==> config.mk <==
export PLATFORM = sky130hd
export DESIGN_NAME = undirected_graph_store_top
export DESIGN_NICKNAME = d
export VERILOG_FILES = /design/src/design/ugs_pkg.sv /design/src/design/undirected_graph_store_top.sv /design/src/design/ugs_ram.sv
export SDC_FILE = /design/constraint.sdc
export NUM_CORES = 1
export LEC_CHECK = 0
export BUFFER_PORTS_ARGS = -buffer_cell sky130_fd_sc_hd__buf_2
export CORE_ASPECT_RATIO = 0.8
export CORE_MARGIN = 3
export CORE_UTILIZATION = 40
export CTS_CLUSTER_SIZE = 8
export DETAILED_ROUTE_END_ITERATION = 12
export PLACE_DENSITY_LB_ADDON = 0.08
export SLEW_MARGIN = 20
export SYNTH_ARGS = -nofsm -noshare
export SYNTH_HDL_FRONTEND = slang
export SYNTH_SLANG_ARGS = --single-unit
==> constraint.sdc <==
create_clock -name i_clk -period 4.5 [get_ports i_clk]
set_input_delay 0.675 -clock i_clk [delete_from_list [all_inputs] [get_ports i_clk]]
set_output_delay 0.675 -clock i_clk [all_outputs]
set_load 0.005 [all_outputs]
==> src/design/ugs_pkg.sv <==
`timescale 1ns / 1ps
// Shared widths, command codes and status codes for the undirected graph store.
// No dependencies; imported by the store top level.
package ugs_pkg;

    // Field widths
    localparam int ID_W  = 32;
    localparam int CMD_W = 3;
    localparam int ST_W  = 3;

    // Default slot count
    localparam int MAX_VERTICES_DEF = 16;

    // Command codes
    localparam logic [CMD_W-1:0] CMD_ADD_V  = 3'd0;
    localparam logic [CMD_W-1:0] CMD_ADD_E  = 3'd1;
    localparam logic [CMD_W-1:0] CMD_DROP_V = 3'd2;
    localparam logic [CMD_W-1:0] CMD_DROP_E = 3'd3;
    localparam logic [CMD_W-1:0] CMD_CLEAR  = 3'd4;
    localparam logic [CMD_W-1:0] CMD_LIST   = 3'd5;

    // Status codes
    localparam logic [ST_W-1:0] ST_OK      = 3'd0;
    localparam logic [ST_W-1:0] ST_EXISTS  = 3'd1;
    localparam logic [ST_W-1:0] ST_MISSING = 3'd2;
    localparam logic [ST_W-1:0] ST_SELF    = 3'd3;
    localparam logic [ST_W-1:0] ST_NO_EDGE = 3'd4;
    localparam logic [ST_W-1:0] ST_FULL    = 3'd5;

endpackage

==> src/design/undirected_graph_store_top.sv <==
`timescale 1ns / 1ps
// Undirected graph store: slots of ids plus a symmetric adjacency bit matrix.
// Depends on ugs_pkg and ugs_ram (id store and adjacency row store).
// Lookup scans the id RAM one slot a cycle, checking both ends and the lowest free slot;
// edge commands then read and rewrite both rows, and dropping a vertex adds a sweep over every row.
// Listing reads the first end's row, then makes one id-RAM pass per neighbour.
// One command at a time; the input is stalled until the last result sits in the output register.
// Synchronous active-low reset empties the graph at once through per-slot and per-row valid bits.
module undirected_graph_store_top
    import ugs_pkg::*;
#(
    parameter int MAX_VERTICES = MAX_VERTICES_DEF
) (
    input  logic                    i_clk,
    input  logic                    i_rst_n,
    // Command channel
    input  logic                    i_in_valid,
    output logic                    o_in_stall,
    input  logic [CMD_W-1:0]        i_cmd,
    input  logic signed [ID_W-1:0]  i_vertex_a,
    input  logic signed [ID_W-1:0]  i_vertex_b,
    // Result channel
    output logic                    o_out_valid,
    input  logic                    i_out_stall,
    output logic [ST_W-1:0]         o_status,
    output logic signed [ID_W-1:0]  o_neighbour_id,
    output logic                    o_neighbour_valid,
    output logic                    o_last
);

    localparam int W_IDX = $clog2(MAX_VERTICES);
    localparam logic [W_IDX-1:0] LAST_IDX = W_IDX'(MAX_VERTICES - 1);

    // Sequencer states
    localparam logic [3:0] S_IDLE     = 4'd0;
    localparam logic [3:0] S_FIND     = 4'd1;
    localparam logic [3:0] S_DECIDE   = 4'd2;
    localparam logic [3:0] S_E_RD_A   = 4'd3;
    localparam logic [3:0] S_E_WR_A   = 4'd4;
    localparam logic [3:0] S_E_WR_B   = 4'd5;
    localparam logic [3:0] S_SWEEP    = 4'd6;
    localparam logic [3:0] S_LROW     = 4'd7;
    localparam logic [3:0] S_LROW_Q   = 4'd8;
    localparam logic [3:0] S_LIST     = 4'd9;
    localparam logic [3:0] S_PASS_END = 4'd10;
    localparam logic [3:0] S_EMIT     = 4'd11;

    // Control state
    logic [3:0]              r_state, n_state;
    logic                    r_issuing, n_issuing;
    logic [W_IDX-1:0]        r_scan_idx, n_scan_idx;
    logic                    r_chk_vld, n_chk_vld;
    logic [W_IDX-1:0]        r_chk_idx, n_chk_idx;
    logic [MAX_VERTICES-1:0] r_used, n_used;
    logic [MAX_VERTICES-1:0] r_row_vld, n_row_vld;
    logic                    r_o_valid, n_o_valid;

    // Command and lookup results
    logic [CMD_W-1:0]        r_cmd, n_cmd;
    logic [ID_W-1:0]         r_a, n_a;
    logic [ID_W-1:0]         r_b, n_b;
    logic                    r_fa, n_fa;
    logic                    r_fb, n_fb;
    logic [W_IDX-1:0]        r_sa, n_sa;
    logic [W_IDX-1:0]        r_sb, n_sb;
    logic                    r_free_ok, n_free_ok;
    logic [W_IDX-1:0]        r_free, n_free;
    logic [W_IDX-1:0]        r_rd_idx, n_rd_idx;

    // Listing
    logic [MAX_VERTICES-1:0] r_row, n_row;
    logic                    r_have_prev, n_have_prev;
    logic [ID_W-1:0]         r_prev, n_prev;
    logic [ID_W-1:0]         r_min, n_min;
    logic [1:0]              r_cnt, n_cnt;

    // Pending result and output register
    logic [ST_W-1:0]         r_res_status, n_res_status;
    logic [ID_W-1:0]         r_res_id, n_res_id;
    logic                    r_res_nv, n_res_nv;
    logic                    r_res_last, n_res_last;
    logic [ST_W-1:0]         r_o_status, n_o_status;
    logic [ID_W-1:0]         r_o_id, n_o_id;
    logic                    r_o_nv, n_o_nv;
    logic                    r_o_last, n_o_last;

    // RAM ports
    logic                    id_we, id_re;
    logic [W_IDX-1:0]        id_waddr, id_raddr;
    logic [ID_W-1:0]         id_wdata, id_q;
    logic                    adj_we, adj_re;
    logic [W_IDX-1:0]        adj_waddr, adj_raddr;
    logic [MAX_VERTICES-1:0] adj_wdata, adj_q;

    logic                    in_xfer;
    logic                    can_load;
    logic [MAX_VERTICES-1:0] row_eff;
    logic                    cand;

    ugs_ram #(.WIDTH(ID_W), .DEPTH(MAX_VERTICES)) u_id_ram (
        .i_clk   (i_clk),
        .i_we    (id_we),
        .i_waddr (id_waddr),
        .i_wdata (id_wdata),
        .i_re    (id_re),
        .i_raddr (id_raddr),
        .o_rdata (id_q)
    );

    ugs_ram #(.WIDTH(MAX_VERTICES), .DEPTH(MAX_VERTICES)) u_adj_ram (
        .i_clk   (i_clk),
        .i_we    (adj_we),
        .i_waddr (adj_waddr),
        .i_wdata (adj_wdata),
        .i_re    (adj_re),
        .i_raddr (adj_raddr),
        .o_rdata (adj_q)
    );

    assign o_in_stall        = (r_state != S_IDLE);
    assign in_xfer           = i_in_valid && !o_in_stall;
    assign can_load          = !r_o_valid || !i_out_stall;
    assign o_out_valid       = r_o_valid;
    assign o_status          = r_o_status;
    assign o_neighbour_id    = r_o_id;
    assign o_neighbour_valid = r_o_nv;
    assign o_last            = r_o_last;

    // A row never written since its slot was taken reads as empty
    assign row_eff = r_row_vld[r_rd_idx] ? adj_q : '0;

    // Listing candidate: used neighbour above the last one sent
    assign cand = r_used[r_chk_idx] && r_row[r_chk_idx] && (r_chk_idx != r_sa) &&
                  (!r_have_prev || ($signed(id_q) > $signed(r_prev)));

    // Sequencer
    always_comb begin
        n_state      = r_state;
        n_issuing    = r_issuing;
        n_scan_idx   = r_scan_idx;
        n_used       = r_used;
        n_row_vld    = r_row_vld;
        n_cmd        = r_cmd;
        n_a          = r_a;
        n_b          = r_b;
        n_fa         = r_fa;
        n_fb         = r_fb;
        n_sa         = r_sa;
        n_sb         = r_sb;
        n_free_ok    = r_free_ok;
        n_free       = r_free;
        n_row        = r_row;
        n_have_prev  = r_have_prev;
        n_prev       = r_prev;
        n_min        = r_min;
        n_cnt        = r_cnt;
        n_res_status = r_res_status;
        n_res_id     = r_res_id;
        n_res_nv     = r_res_nv;
        n_res_last   = r_res_last;
        n_o_valid    = r_o_valid;
        n_o_status   = r_o_status;
        n_o_id       = r_o_id;
        n_o_nv       = r_o_nv;
        n_o_last     = r_o_last;

        id_we     = 1'b0;
        id_waddr  = r_free;
        id_wdata  = r_a;
        id_re     = r_issuing && ((r_state == S_FIND) || (r_state == S_LIST));
        id_raddr  = r_scan_idx;
        adj_we    = 1'b0;
        adj_waddr = r_rd_idx;
        adj_wdata = row_eff;
        adj_re    = r_issuing && (r_state == S_SWEEP);
        adj_raddr = r_scan_idx;

        // Slot scan counter, one read a cycle
        if (id_re || adj_re) begin
            if (r_scan_idx == LAST_IDX) begin
                n_issuing = 1'b0;
            end else begin
                n_scan_idx = r_scan_idx + W_IDX'(1);
            end
        end

        // Output register drains on transfer
        if (r_o_valid && !i_out_stall) begin
            n_o_valid = 1'b0;
        end

        unique case (r_state)
            S_IDLE: begin
                if (in_xfer) begin
                    n_cmd        = i_cmd;
                    n_a          = i_vertex_a;
                    n_b          = i_vertex_b;
                    n_fa         = 1'b0;
                    n_fb         = 1'b0;
                    n_free_ok    = 1'b0;
                    n_res_status = ST_OK;
                    n_res_id     = '0;
                    n_res_nv     = 1'b0;
                    n_res_last   = 1'b1;
                    priority if (i_cmd == CMD_CLEAR) begin
                        n_used    = '0;
                        n_row_vld = '0;
                        n_state   = S_EMIT;
                    end else if (i_cmd == CMD_ADD_E && i_vertex_a == i_vertex_b) begin
                        n_res_status = ST_SELF;
                        n_state      = S_EMIT;
                    end else if (i_cmd == CMD_ADD_V || i_cmd == CMD_ADD_E ||
                                 i_cmd == CMD_DROP_V || i_cmd == CMD_DROP_E ||
                                 i_cmd == CMD_LIST) begin
                        n_scan_idx = '0;
                        n_issuing  = 1'b1;
                        n_state    = S_FIND;
                    end else begin
                        // unused codes answer ok
                        n_state = S_EMIT;
                    end
                end
            end

            // Id lookup of both ends and lowest free slot
            S_FIND: begin
                if (r_chk_vld) begin
                    if (r_used[r_chk_idx] && id_q == r_a) begin
                        n_fa = 1'b1;
                        n_sa = r_chk_idx;
                    end
                    if (r_used[r_chk_idx] && id_q == r_b) begin
                        n_fb = 1'b1;
                        n_sb = r_chk_idx;
                    end
                    if (!r_used[r_chk_idx] && !r_free_ok) begin
                        n_free_ok = 1'b1;
                        n_free    = r_chk_idx;
                    end
                    if (r_chk_idx == LAST_IDX) begin
                        n_state = S_DECIDE;
                    end
                end
            end

            S_DECIDE: begin
                n_state = S_EMIT;
                unique case (r_cmd)
                    CMD_ADD_V: begin
                        priority if (r_fa) begin
                            n_res_status = ST_EXISTS;
                        end else if (!r_free_ok) begin
                            n_res_status = ST_FULL;
                        end else begin
                            id_we             = 1'b1;
                            n_used[r_free]    = 1'b1;
                            n_row_vld[r_free] = 1'b0;
                        end
                    end
                    CMD_ADD_E, CMD_DROP_E: begin
                        if (!r_fa || !r_fb) begin
                            n_res_status = ST_MISSING;
                        end else begin
                            n_state = S_E_RD_A;
                        end
                    end
                    CMD_DROP_V: begin
                        if (!r_fa) begin
                            n_res_status = ST_MISSING;
                        end else begin
                            n_scan_idx = '0;
                            n_issuing  = 1'b1;
                            n_state    = S_SWEEP;
                        end
                    end
                    default: begin
                        // listing
                        if (!r_fa) begin
                            n_res_status = ST_MISSING;
                        end else begin
                            n_state = S_LROW;
                        end
                    end
                endcase
            end

            S_E_RD_A: begin
                adj_re    = 1'b1;
                adj_raddr = r_sa;
                n_state   = S_E_WR_A;
            end

            // Row of the first end: check the edge bit, then update
            S_E_WR_A: begin
                priority if (r_cmd == CMD_ADD_E && row_eff[r_sb]) begin
                    n_res_status = ST_EXISTS;
                    n_state      = S_EMIT;
                end else if (r_cmd == CMD_DROP_E && !row_eff[r_sb]) begin
                    n_res_status = ST_NO_EDGE;
                    n_state      = S_EMIT;
                end else begin
                    adj_we            = 1'b1;
                    adj_waddr         = r_sa;
                    adj_wdata[r_sb]   = (r_cmd == CMD_ADD_E);
                    n_row_vld[r_sa]   = 1'b1;
                    adj_re            = 1'b1;
                    adj_raddr         = r_sb;
                    n_state           = S_E_WR_B;
                end
            end

            // Mirror bit in the row of the second end
            S_E_WR_B: begin
                adj_we          = 1'b1;
                adj_waddr       = r_sb;
                adj_wdata[r_sa] = (r_cmd == CMD_ADD_E);
                n_row_vld[r_sb] = 1'b1;
                n_state         = S_EMIT;
            end

            // Clear the dropped slot's column in every row
            S_SWEEP: begin
                if (r_chk_vld) begin
                    adj_we          = 1'b1;
                    adj_waddr       = r_chk_idx;
                    adj_wdata[r_sa] = 1'b0;
                    if (r_chk_idx == LAST_IDX) begin
                        n_used[r_sa]    = 1'b0;
                        n_row_vld[r_sa] = 1'b0;
                        n_state         = S_EMIT;
                    end
                end
            end

            S_LROW: begin
                adj_re    = 1'b1;
                adj_raddr = r_sa;
                n_state   = S_LROW_Q;
            end

            S_LROW_Q: begin
                n_row       = row_eff;
                n_have_prev = 1'b0;
                n_cnt       = '0;
                n_scan_idx  = '0;
                n_issuing   = 1'b1;
                n_state     = S_LIST;
            end

            // One pass: smallest neighbour above the previous one
            S_LIST: begin
                if (r_chk_vld) begin
                    if (cand) begin
                        if (r_cnt == 2'd0 || $signed(id_q) < $signed(r_min)) begin
                            n_min = id_q;
                        end
                        if (r_cnt != 2'd2) begin
                            n_cnt = r_cnt + 2'd1;
                        end
                    end
                    if (r_chk_idx == LAST_IDX) begin
                        n_state = S_PASS_END;
                    end
                end
            end

            S_PASS_END: begin
                n_res_status = ST_OK;
                if (r_cnt == 2'd0) begin
                    n_res_id   = '0;
                    n_res_nv   = 1'b0;
                    n_res_last = 1'b1;
                end else begin
                    n_res_id    = r_min;
                    n_res_nv    = 1'b1;
                    n_res_last  = (r_cnt == 2'd1);
                    n_prev      = r_min;
                    n_have_prev = 1'b1;
                end
                n_state = S_EMIT;
            end

            S_EMIT: begin
                if (can_load) begin
                    n_o_valid  = 1'b1;
                    n_o_status = r_res_status;
                    n_o_id     = r_res_id;
                    n_o_nv     = r_res_nv;
                    n_o_last   = r_res_last;
                    if (r_res_last) begin
                        n_state = S_IDLE;
                    end else begin
                        n_cnt      = '0;
                        n_scan_idx = '0;
                        n_issuing  = 1'b1;
                        n_state    = S_LIST;
                    end
                end
            end

            default: begin
                n_state = S_IDLE;
            end
        endcase
    end

    // Read pipeline tracking
    assign n_chk_vld = id_re || adj_re;
    assign n_chk_idx = r_scan_idx;
    assign n_rd_idx  = adj_re ? adj_raddr : r_rd_idx;

    // Control registers
    always_ff @(posedge i_clk) begin
        if (!i_rst_n) begin
            r_state   <= S_IDLE;
            r_issuing <= 1'b0;
            r_chk_vld <= 1'b0;
            r_used    <= '0;
            r_row_vld <= '0;
            r_o_valid <= 1'b0;
        end else begin
            r_state   <= n_state;
            r_issuing <= n_issuing;
            r_chk_vld <= n_chk_vld;
            r_used    <= n_used;
            r_row_vld <= n_row_vld;
            r_o_valid <= n_o_valid;
        end
    end

    // Payload registers
    always_ff @(posedge i_clk) begin
        r_scan_idx   <= n_scan_idx;
        r_chk_idx    <= n_chk_idx;
        r_rd_idx     <= n_rd_idx;
        r_cmd        <= n_cmd;
        r_a          <= n_a;
        r_b          <= n_b;
        r_fa         <= n_fa;
        r_fb         <= n_fb;
        r_sa         <= n_sa;
        r_sb         <= n_sb;
        r_free_ok    <= n_free_ok;
        r_free       <= n_free;
        r_row        <= n_row;
        r_have_prev  <= n_have_prev;
        r_prev       <= n_prev;
        r_min        <= n_min;
        r_cnt        <= n_cnt;
        r_res_status <= n_res_status;
        r_res_id     <= n_res_id;
        r_res_nv     <= n_res_nv;
        r_res_last   <= n_res_last;
        r_o_status   <= n_o_status;
        r_o_id       <= n_o_id;
        r_o_nv       <= n_o_nv;
        r_o_last     <= n_o_last;
    end

    // A new vertex only ever lands in an empty slot
    a_free_slot: assert property (@(posedge i_clk) disable iff (!i_rst_n)
        id_we |-> !r_used[id_waddr])
        else $error("vertex written over a used slot");

    // Clear has emptied every slot in the cycle after it is accepted
    a_clear: assert property (@(posedge i_clk) disable iff (!i_rst_n)
        (in_xfer && i_cmd == CMD_CLEAR) |=> (r_used == '0 && r_row_vld == '0))
        else $error("clear left slots in use");

    // A pending result is held while the output register is blocked
    a_emit_hold: assert property (@(posedge i_clk) disable iff (!i_rst_n)
        (r_state == S_EMIT && r_o_valid && i_out_stall) |=> (r_state == S_EMIT))
        else $error("result lost behind a stalled output");

    // Scan index stays within the slot range
    a_scan_range: assert property (@(posedge i_clk) disable iff (!i_rst_n)
        r_issuing |-> (r_scan_idx <= LAST_IDX))
        else $error("scan index out of range");

    // The edge checks never see a self edge stored
    a_no_self: assert property (@(posedge i_clk) disable iff (!i_rst_n)
        (adj_we && r_state == S_E_WR_A) |-> (r_sa != r_sb || r_cmd == CMD_DROP_E))
        else $error("self edge written");

endmodule

==> src/design/ugs_ram.sv <==
`timescale 1ns / 1ps
// Generic simple dual-port RAM: one write port, one read port, registered read.
// No dependencies.
module ugs_ram #(
    parameter int WIDTH = 32,
    parameter int DEPTH = 16
) (
    input  logic                                  i_clk,
    input  logic                                  i_we,
    input  logic [((DEPTH > 1) ? $clog2(DEPTH) : 1)-1:0] i_waddr,
    input  logic [WIDTH-1:0]                      i_wdata,
    input  logic                                  i_re,
    input  logic [((DEPTH > 1) ? $clog2(DEPTH) : 1)-1:0] i_raddr,
    output logic [WIDTH-1:0]                      o_rdata
);

    logic [WIDTH-1:0] r_mem [DEPTH];
    logic [WIDTH-1:0] r_rdata;

    // Write port
    always_ff @(posedge i_clk) begin
        if (i_we) begin
            r_mem[i_waddr] <= i_wdata;
        end
    end

    // Registered read port
    always_ff @(posedge i_clk) begin
        if (i_re) begin
            r_rdata <= r_mem[i_raddr];
        end
    end

    assign o_rdata = r_rdata;

endmodule
==> summary.md, run 1 <==
| Metric | Value |
|---|---|
| Status | `finished clean` |
| Worst slew pin tran | `1140 ps` |
| Post-CTS Hold Fix Bufs | `0` |
| Ys async rst share | `0%` |
| RSZ-0062 raised after global routing | `no` |
| Clock Path Buffers | `3` |
| CP startpoint | `r_rd_idx[0]$_DFFE_PP_` |
| Maxcap violations | `0` |
| Layout area overhead | `16.9%` |
| Internal reg-to-reg setup slack | `190 ps` |
| Largest net degree at the start of global routing | `132` |
| GR Util met2 | `32.7%` |
| Yosys cell types | `64` |
| Ports | `110` |
| Fraction of layout cells with a size suffix above 1 | `22.1%` |
| Die height | `308 µm` |
| Overall routed net length | `134,000 µm` |
| # port buffers | `109` |
| Post-synth EDFFs | `1,059` |
| RR Startpoint | `r_rd_idx[0]$_DFFE_PP_` |
| Routed vias | `26,000` |
| Average wire per standard cell | `29.8 µm` |
| Share of the synthesized area in the top cell type | `69.8%` |
| Worst Hold Class | `input port to register` |
| First-pass GRT wire length | `190,000 µm` |
| Commonest cells after routing, fill and taps aside | `edfxtp_1, mux4_2, clkbuf_16, mux2i_1, buf_4` |
| Htree depth | `4` |
| Max IR drop VDD | `0.000294 V` |
| Reg-to-reg endpoint | `u_adj_ram.o_rdata[5]$_DFFE_PP_` |
| Post-synthesis cell count | `2,660` |
| Setup Skew | `28.2 ps` |
| Req. time, crit path | `4980 ps` |
| Crit end category | `register` |
| Yosys top cell by area | `edfxtp_1` |
| Fmax | `232 MHz` |
| GRT Max-Usage Layer | `met1` |
| Final worst-path cycle share | `95.7%` |
| Overflow after GRT | `0` |
| GPL Wtd Cong | `0.877` |
| Die Footprint | `0.118 mm²` |
| Worst skew pair latency | `770 ps` |
| Pleak | `17.2 nW` |
| Area contributors post-synth | `edfxtp_1, mux4_2, mux2i_1, dfxtp_1, xnor2_1` |
| Worst reg2reg path depth | `12` |
| Detail Route Antenna Nets | `0` |
| Kind of critical path | `register to register` |
| Detailed Route Iter0 Violations | `2,611` |
| Hold_ws | `109 ps` |
| Initial antenna violation count | `9` |
| Router iterations before antenna repair | `5` |
| Slew Viols, Final | `0` |
| Synth Cell Area | `0.0456 mm²` |
| WP data arrival | `4790 ps` |
| Slew headroom | `23.7%` |
| Register bit total from synthesis | `1,106` |
| P per Cell Area | `513 mW/mm²` |
| Post-synth net total | `2,798` |
| CTS sink cnt | `1,106` |
| # DRC | `0` |
| Clock slew seen by the registers of the worst setup and hold paths | `50 ps` |
| Starting density of the core | `40.4%` |
| CTS buffer count | `156` |
| Die W | `383 µm` |
| Num rows | `110` |
| Most common cell after layout, fill and taps aside | `edfxtp_1` |
| GRT met1 Usage | `33.7%` |
| CTS root buf | `clkbuf_16` |
| Seq/Total Area, Yosys | `71.9%` |
| Fin crit period | `4310 ps` |
| Final Hold Vio Count | `0` |
| Vias in the first global route | `26,200` |
| Yosys warnings | `0` |
| Met3 Usage GRT | `6.18%` |
| Post-Syn Area per Cell | `17.1 µm²` |
| CP Max Fanout | `16` |
| Main flop type after synthesis | `edfxtp_1` |
| Final count of negative-setup-slack endpoints | `0` |
| Setup tns final | `0 ps` |
| DP HPWL | `82,300 µm` |
| Vias per cell | `5.78` |
| CTS tree | `built` |
| Worst setup path end | `u_adj_ram.o_rdata[5]$_DFFE_PP_` |
| Core ar. | `0.113 mm²` |
| Startpoint types | `register` |
| Layout Nets | `3,077` |
| All-Layer GR Usage | `22.7%` |
==> sequential cells by signal, summed over array words and instances (netlist names), 2 cells and up <==
name	cells
r_cmd	3
u_id_ram.r_mem	512
r_prev	32
id_wdata	32
r_row	16
r_used	16
r_sa	4
o_status	3
r_chk_idx	4
r_sb	4
r_res_id	32
r_row_vld	16
r_rd_idx	4
u_id_ram.o_rdata	32
r_cnt	2
u_adj_ram.r_mem	256
r_min	32
u_adj_ram.o_rdata	16
o_neighbour_id	32
id_raddr	4
r_b	32
r_state	4
id_waddr	4
r_res_status	3
==> critical path, cell delays in order (launching register included) <==
cell      delay [ps]
edfxtp_1         530
mux4_2           560
mux4_2           510
o31a_1           180
buf_4            210
xnor2_1          320
mux2_2           400
nand2_1          130
a21oi_1           80
nand2_1           70
buf_4            300
o22ai_1          120
or4_1            590
==> where the power goes <==
part	switching [mW]	internal, mW	total, mW
Sequential	0.750	12.3	13.0
Clock	4.25	6.26	10.5
Combinational	2.27	1.50	3.77
Total	7.28	20.1	27.3
==> synth_stat cells (8+ instances only) <==
master,number
a31oi_1,10
a211oi_1,26
buf_1,17
or4_1,19
ha_1,67
dfxtp_1,47
a21o_1,30
a22oi_1,11
edfxtp_1,1059
nor2b_1,14
o21a_1,8
clkbuf_1,93
nor2_1,149
nor4_1,44
a21oi_1,48
buf_2,13
mux2i_1,138
mux4_2,179
and3_1,13
nor3_1,27
inv_1,79
nand2_1,85
and2_1,33
xnor2_1,97
nand2b_1,14
o21ai_0,108
nand4_1,37
o22ai_1,70
a21boi_0,26
nand3_1,24
==> worst min-delay path by stage <==
stage	from	endpoint	cells past startpoint
final	i_vertex_b[16]	r_b[16]$_DFFE_PP_	1
after global placement	r_res_id[2]$_SDFFCE_PN0P_	o_neighbour_id[2]$_DFFE_PP_	0
after detailed placement	r_res_id[12]$_SDFFCE_PN0P_	o_neighbour_id[12]$_DFFE_PP_	0
after CTS	i_vertex_a[14]	id_wdata[14]$_DFFE_PP_	1
after floorplan	id_raddr[2]$_DFF_P_	r_chk_idx[2]$_DFF_P_	0
after global routing	i_vertex_a[14]	id_wdata[14]$_DFFE_PP_	1
==> per-layer routing <==
layer / share of wire [%] / wire (µm)
met5: 0.024 / 32
met2: 43 / 57700
met3: 8.4 / 11200
met1: 46 / 61700
met4: 2.4 / 3200
==> cell type report <==
cell class | count | area (µm²)
fillers | 9504 | 59400
flip-flops and latches | 1106 | 32800
multi-input cells | 1344 | 12200
clock buffers | 180 | 4030
well taps | 1512 | 1890
repair buffers | 251 | 1840
inverters | 80 | 300
clock inverters | 14 | 272
diodes | 1 | 2.50
==> per-stage QoR <==
step | area [µm²] | util [%] | std cells | power [mW] | worst slack (ps)
final | 53300 | 47.3 | 4488 | 27.3 | 191
after global routing | 53300 | 47.3 | 4487 | 28.4 | 18.6
after CTS | 53200 | 47.2 | 4479 | 27.6 | 119
after detailed placement | 48900 | 43.4 | 4285 | 17.0 | 157
after global placement | 48900 | 43.4 | 4285 | 16.9 | 248
after floorplan | 45600 | - | 2660 | 15.4 | 2.63
==> logic make-up (layout without fill, tap and decap cells) <==
logic type / Yosys count / in the layout / synth area share [%]
buffers and inverters: 210 / 525 / 1.85
XOR/XNOR: 103 / 103 / 1.98
AO/OA/AOI/OAI: 373 / 373 / 5.19
adder cells (fa/ha/maj): 67 / 67 / 1.84
AND/OR/NAND/NOR: 480 / 480 / 5.27
multiplexers: 321 / 321 / 12.0
flip-flops: 1106 / 1106 / 71.9
other: 0 / 1 / 0
==> what timing repair did <==
item | in CTS | in global routing
endpoints found under the setup margin | 0 | 5
resized for setup | 0 | 1
setup buffers | 0 | 8
Note: power is estimated with default switching activity, not from simulation.
==> run 2: changes to the inputs <==
- BUFFER_PORTS_ARGS: -buffer_cell sky130_fd_sc_hd__buf_2 -> unset
- DONT_BUFFER_PORTS: unset -> 1
==> run 2 against run 1 <==
Net effect: first-iteration DRC count grew 1.8%; flip-flop and latch count did not move; global-route usage barely moved; clock power is essentially flat; register-to-register slack worse by 70 ps; sequential power is essentially flat; fmax shrank 1.6%; worst hold slack worse by 55 ps; via count fell by 0.14%; clock-buffer cell count down 6; wire length decreased by 0.87%; largest power group unchanged.
==> summary.md, run 2 (synthesis gave the netlist of run 1 again) <==
| Metric | Value |
|---|---|
| RSZ-0062 raised after global routing | `no` |
| Buf+Inv Stages, Crit Path | `3 (+1)` |
| Setup Skew | `40.2 ps (+12.0 ps)` |
| Kind of critical path | `register to register` |
| Max IR drop VDD | `0.000337 V (+15%)` |
| Overall routed net length | `133,000 µm (-0.87%)` |
| Detail Route Antenna Nets | `0 (unchanged)` |
| Initial antenna violation count | `9 (unchanged)` |
| DP HPWL | `82,900 µm (+0.72%)` |
| Final worst-path cycle share | `97.3% (+1.5 points)` |
| WHS Endpoint | `r_row_vld[15]$_SDFFE_PN0P_` |
| Routed vias | `25,900 (-0.14%)` |
| Reg-to-reg endpoint | `u_adj_ram.o_rdata[6]$_DFFE_PP_` |
| P per Cell Area | `512 mW/mm² (-0.23%)` |
| Vias in the first global route | `26,300 (+0.37%)` |
| Router iterations before antenna repair | `7 (+2)` |
| Final Hold Vio Count | `0 (unchanged)` |
| Slew headroom | `21.5% (-2.2 points)` |
| Overflow after GRT | `0 (unchanged)` |
| First-pass GRT wire length | `192,000 µm (+0.81%)` |
| WP data arrival | `4870 ps (+80 ps)` |
| CP cell instances | `buf_12 > mux4_2 > mux4_2 > o31a_1 > mux2i_4 > and2_1 > buf_4 > a221o_4 > buf_16 > mux2i_1 > o22ai_1 > or4_1` |
| Most common cell after layout, fill and taps aside | `edfxtp_1` |
| Htree depth | `4 (unchanged)` |
| Final total power | `27.3 mW (about the same)` |
| CTS sink cnt | `1,106 (unchanged)` |
| # port buffers | `0 (-100%)` |
| Hold_ws | `54.7 ps (-54.8 ps)` |
| # DRC | `0 (unchanged)` |
| Req. time, crit path | `4990 ps (about the same)` |
| CTS buffer count | `156 (unchanged)` |
| Worst hold path depth | `1 (unchanged)` |
| CP Max Fanout | `62 (+46)` |
| Internal reg-to-reg setup slack | `120 ps (-70 ps)` |
| Commonest cells after routing, fill and taps aside | `edfxtp_1, mux4_2, clkbuf_16, mux2i_1, nor2_1` |
| Die Footprint | `0.118 mm² (unchanged)` |
| CTS tree | `built` |
| Fin crit period | `4380 ps (+69.1 ps)` |
| Layout Nets | `3,032 (-1.5%)` |
| Core ar. | `0.113 mm² (unchanged)` |
| GPL Wtd Cong | `0.892 (+1.7%)` |
| Fraction of layout cells with a size suffix above 1 | `18.4% (-3.7 points)` |
| CP top delay family | `multiplexers` |
| Largest Register | `u_id_ram.r_mem` |
| Crit end category | `register` |
| Average wire per standard cell | `29.9 µm (+0.26%)` |
| Setup ws final | `122 ps (-69.1 ps)` |
| Max reg flops | `512 (unchanged)` |
| RR Startpoint | `r_rd_idx[0]$_DFFE_PP_` |
| Num rows | `110 (unchanged)` |
| Final count of negative-setup-slack endpoints | `0 (unchanged)` |
| Worst slew pin tran | `1180 ps (+33.4 ps)` |
| Worst path most repeated cell | `mux4_2` |
| Detailed Route Iter0 Violations | `2,658 (+1.8%)` |
| Dpl ws | `59.2 ps (-97.7 ps)` |
| Vias per cell | `5.84 (+1.0%)` |
| Largest regs | `u_id_ram.r_mem (512), u_adj_ram.r_mem (256)` |
| Clock slew seen by the registers of the worst setup and hold paths | `50 ps (about the same)` |
| Worst reg2reg path depth | `12 (unchanged)` |
| All-Layer GR Usage | `22.8% (+0.024 points)` |
| Die height | `308 µm (unchanged)` |
| CTS root buf | `clkbuf_16` |
| Layout area overhead | `17.2%` |
| Slew Viols, Final | `0 (unchanged)` |
| Die W | `383 µm (unchanged)` |
| Startpoint types | `register` |
| Ports | `110 (unchanged)` |
| Status | `finished clean` |
| Worst Hold Class | `input port to register` |
| Final core occ | `47.4% (+0.12 points)` |
| Fmax | `228 MHz (-1.6%)` |
| Worst hold path startpoint | `i_rst_n` |
| Filler Cell Count | `9,478 (-0.27%)` |
| Maxcap violations | `0 (unchanged)` |
| Worst skew pair latency | `780 ps (about the same)` |
| Largest net degree at the start of global routing | `132 (unchanged)` |
| Crit-path slowest cell | `mux4_2` |
| Clock Path Buffers | `3 (unchanged)` |
| Setup tns final | `0 ps (unchanged)` |
| Crit-path max cell delay | `560 ps (-30 ps)` |
| Pleak | `17.0 nW (-0.86%)` |
| Starting density of the core | `40.4% (unchanged)` |
## run 2: cell count changes in the layout (fill, tap and decap cells not counted), moves of 2 or more
| cell | previous run | this run |
|---|---|---|
| buf_2 | 109 | 0 |
| dlygate4sd3_1 | 0 | 69 |
| buf_4 | 124 | 116 |
| clkbuf_1 | 22 | 15 |
| nor2_1 | 117 | 123 |
| nor2_2 | 16 | 10 |
| buf_12 | 18 | 20 |
| clkinv_16 | 4 | 6 |
| clkinv_8 | 4 | 2 |
| inv_16 | 3 | 1 |
## run 2: worst register-to-register path, cell delays in order, from the launching register on
cell and delay (ps):
edfxtp_1 410, buf_12 160, mux4_2 500, mux4_2 560
o31a_1 190, mux2i_4 200, and2_1 180, buf_4 190
a221o_4 490, buf_16 260, mux2i_1 350, o22ai_1 100
or4_1 510
## run 2: how the worst max path moves through the flow
stage / from / to / slack [ps] / cells after the start
3_5_place_dp: r_rd_idx[0]$_DFFE_PP_ / u_adj_ram.o_rdata[6]$_DFFE_PP_ / 60 / 11
2_1_floorplan: r_state[3]$_SDFFE_PN0P_ / o_last$_DFFE_PP_ / 3 / 6
6_report: r_rd_idx[0]$_DFFE_PP_ / u_adj_ram.o_rdata[6]$_DFFE_PP_ / 120 / 12
3_3_place_gp: r_rd_idx[0]$_DFFE_PP_ / u_adj_ram.o_rdata[6]$_DFFE_PP_ / 160 / 11
5_1_grt: r_rd_idx[0]$_DFFE_PP_ / u_adj_ram.o_rdata[4]$_DFFE_PP_ / 4 / 12
4_1_cts: r_rd_idx[0]$_DFFE_PP_ / u_adj_ram.o_rdata[9]$_DFFE_PP_ / 40 / 11
## run 2: per-stage QoR
step | cell area [µm²] | cells
2_1_floorplan | 45600 | 2660
3_3_place_gp | 48400 | 4178
3_5_place_dp | 48400 | 4178
4_1_cts | 53400 | 4435
5_1_grt | 53400 | 4436
6_report | 53400 | 4437
## run 2: layout make-up
cell class / count / area (µm²) / area share (%)
Antenna cell: 1 / 2.50 / 0.00469
Clock buffer: 174 / 4020 / 7.53
Clock inverter: 14 / 272 / 0.508
Inverter: 80 / 300 / 0.562
Multi-Input combinational cell: 1344 / 12200 / 22.8
Sequential cell: 1106 / 32800 / 61.3
Tap cell: 1512 / 1890 / 3.54
Timing Repair Buffer: 206 / 1990 / 3.72
## run 2: routing by layer
| layer | up-vias | track usage, % | part of all wire, % |
|---|---|---|---|
| li1 | 11000 | - | - |
| met1 | 13700 | 35.0 | 48 |
| met4 | 0 | 6.73 | 2.2 |
| met5 | - | 0 | 0 |
| met2 | 998 | 33.0 | 43 |
| met3 | 224 | 4.19 | 6.9 |
## run 2: power by group
part           internal [mW]  switching (mW)
clock network           6.27            4.23
registers               12.3           0.791
logic                   1.51            2.24
## run 2: timing repair
action                                 CTS  global route
hold buffers                            69             0
setup buffers                            0             1
endpoints found under the hold margin   79             0
setup endpoints to repair                0           160
resized for setup                        0             2
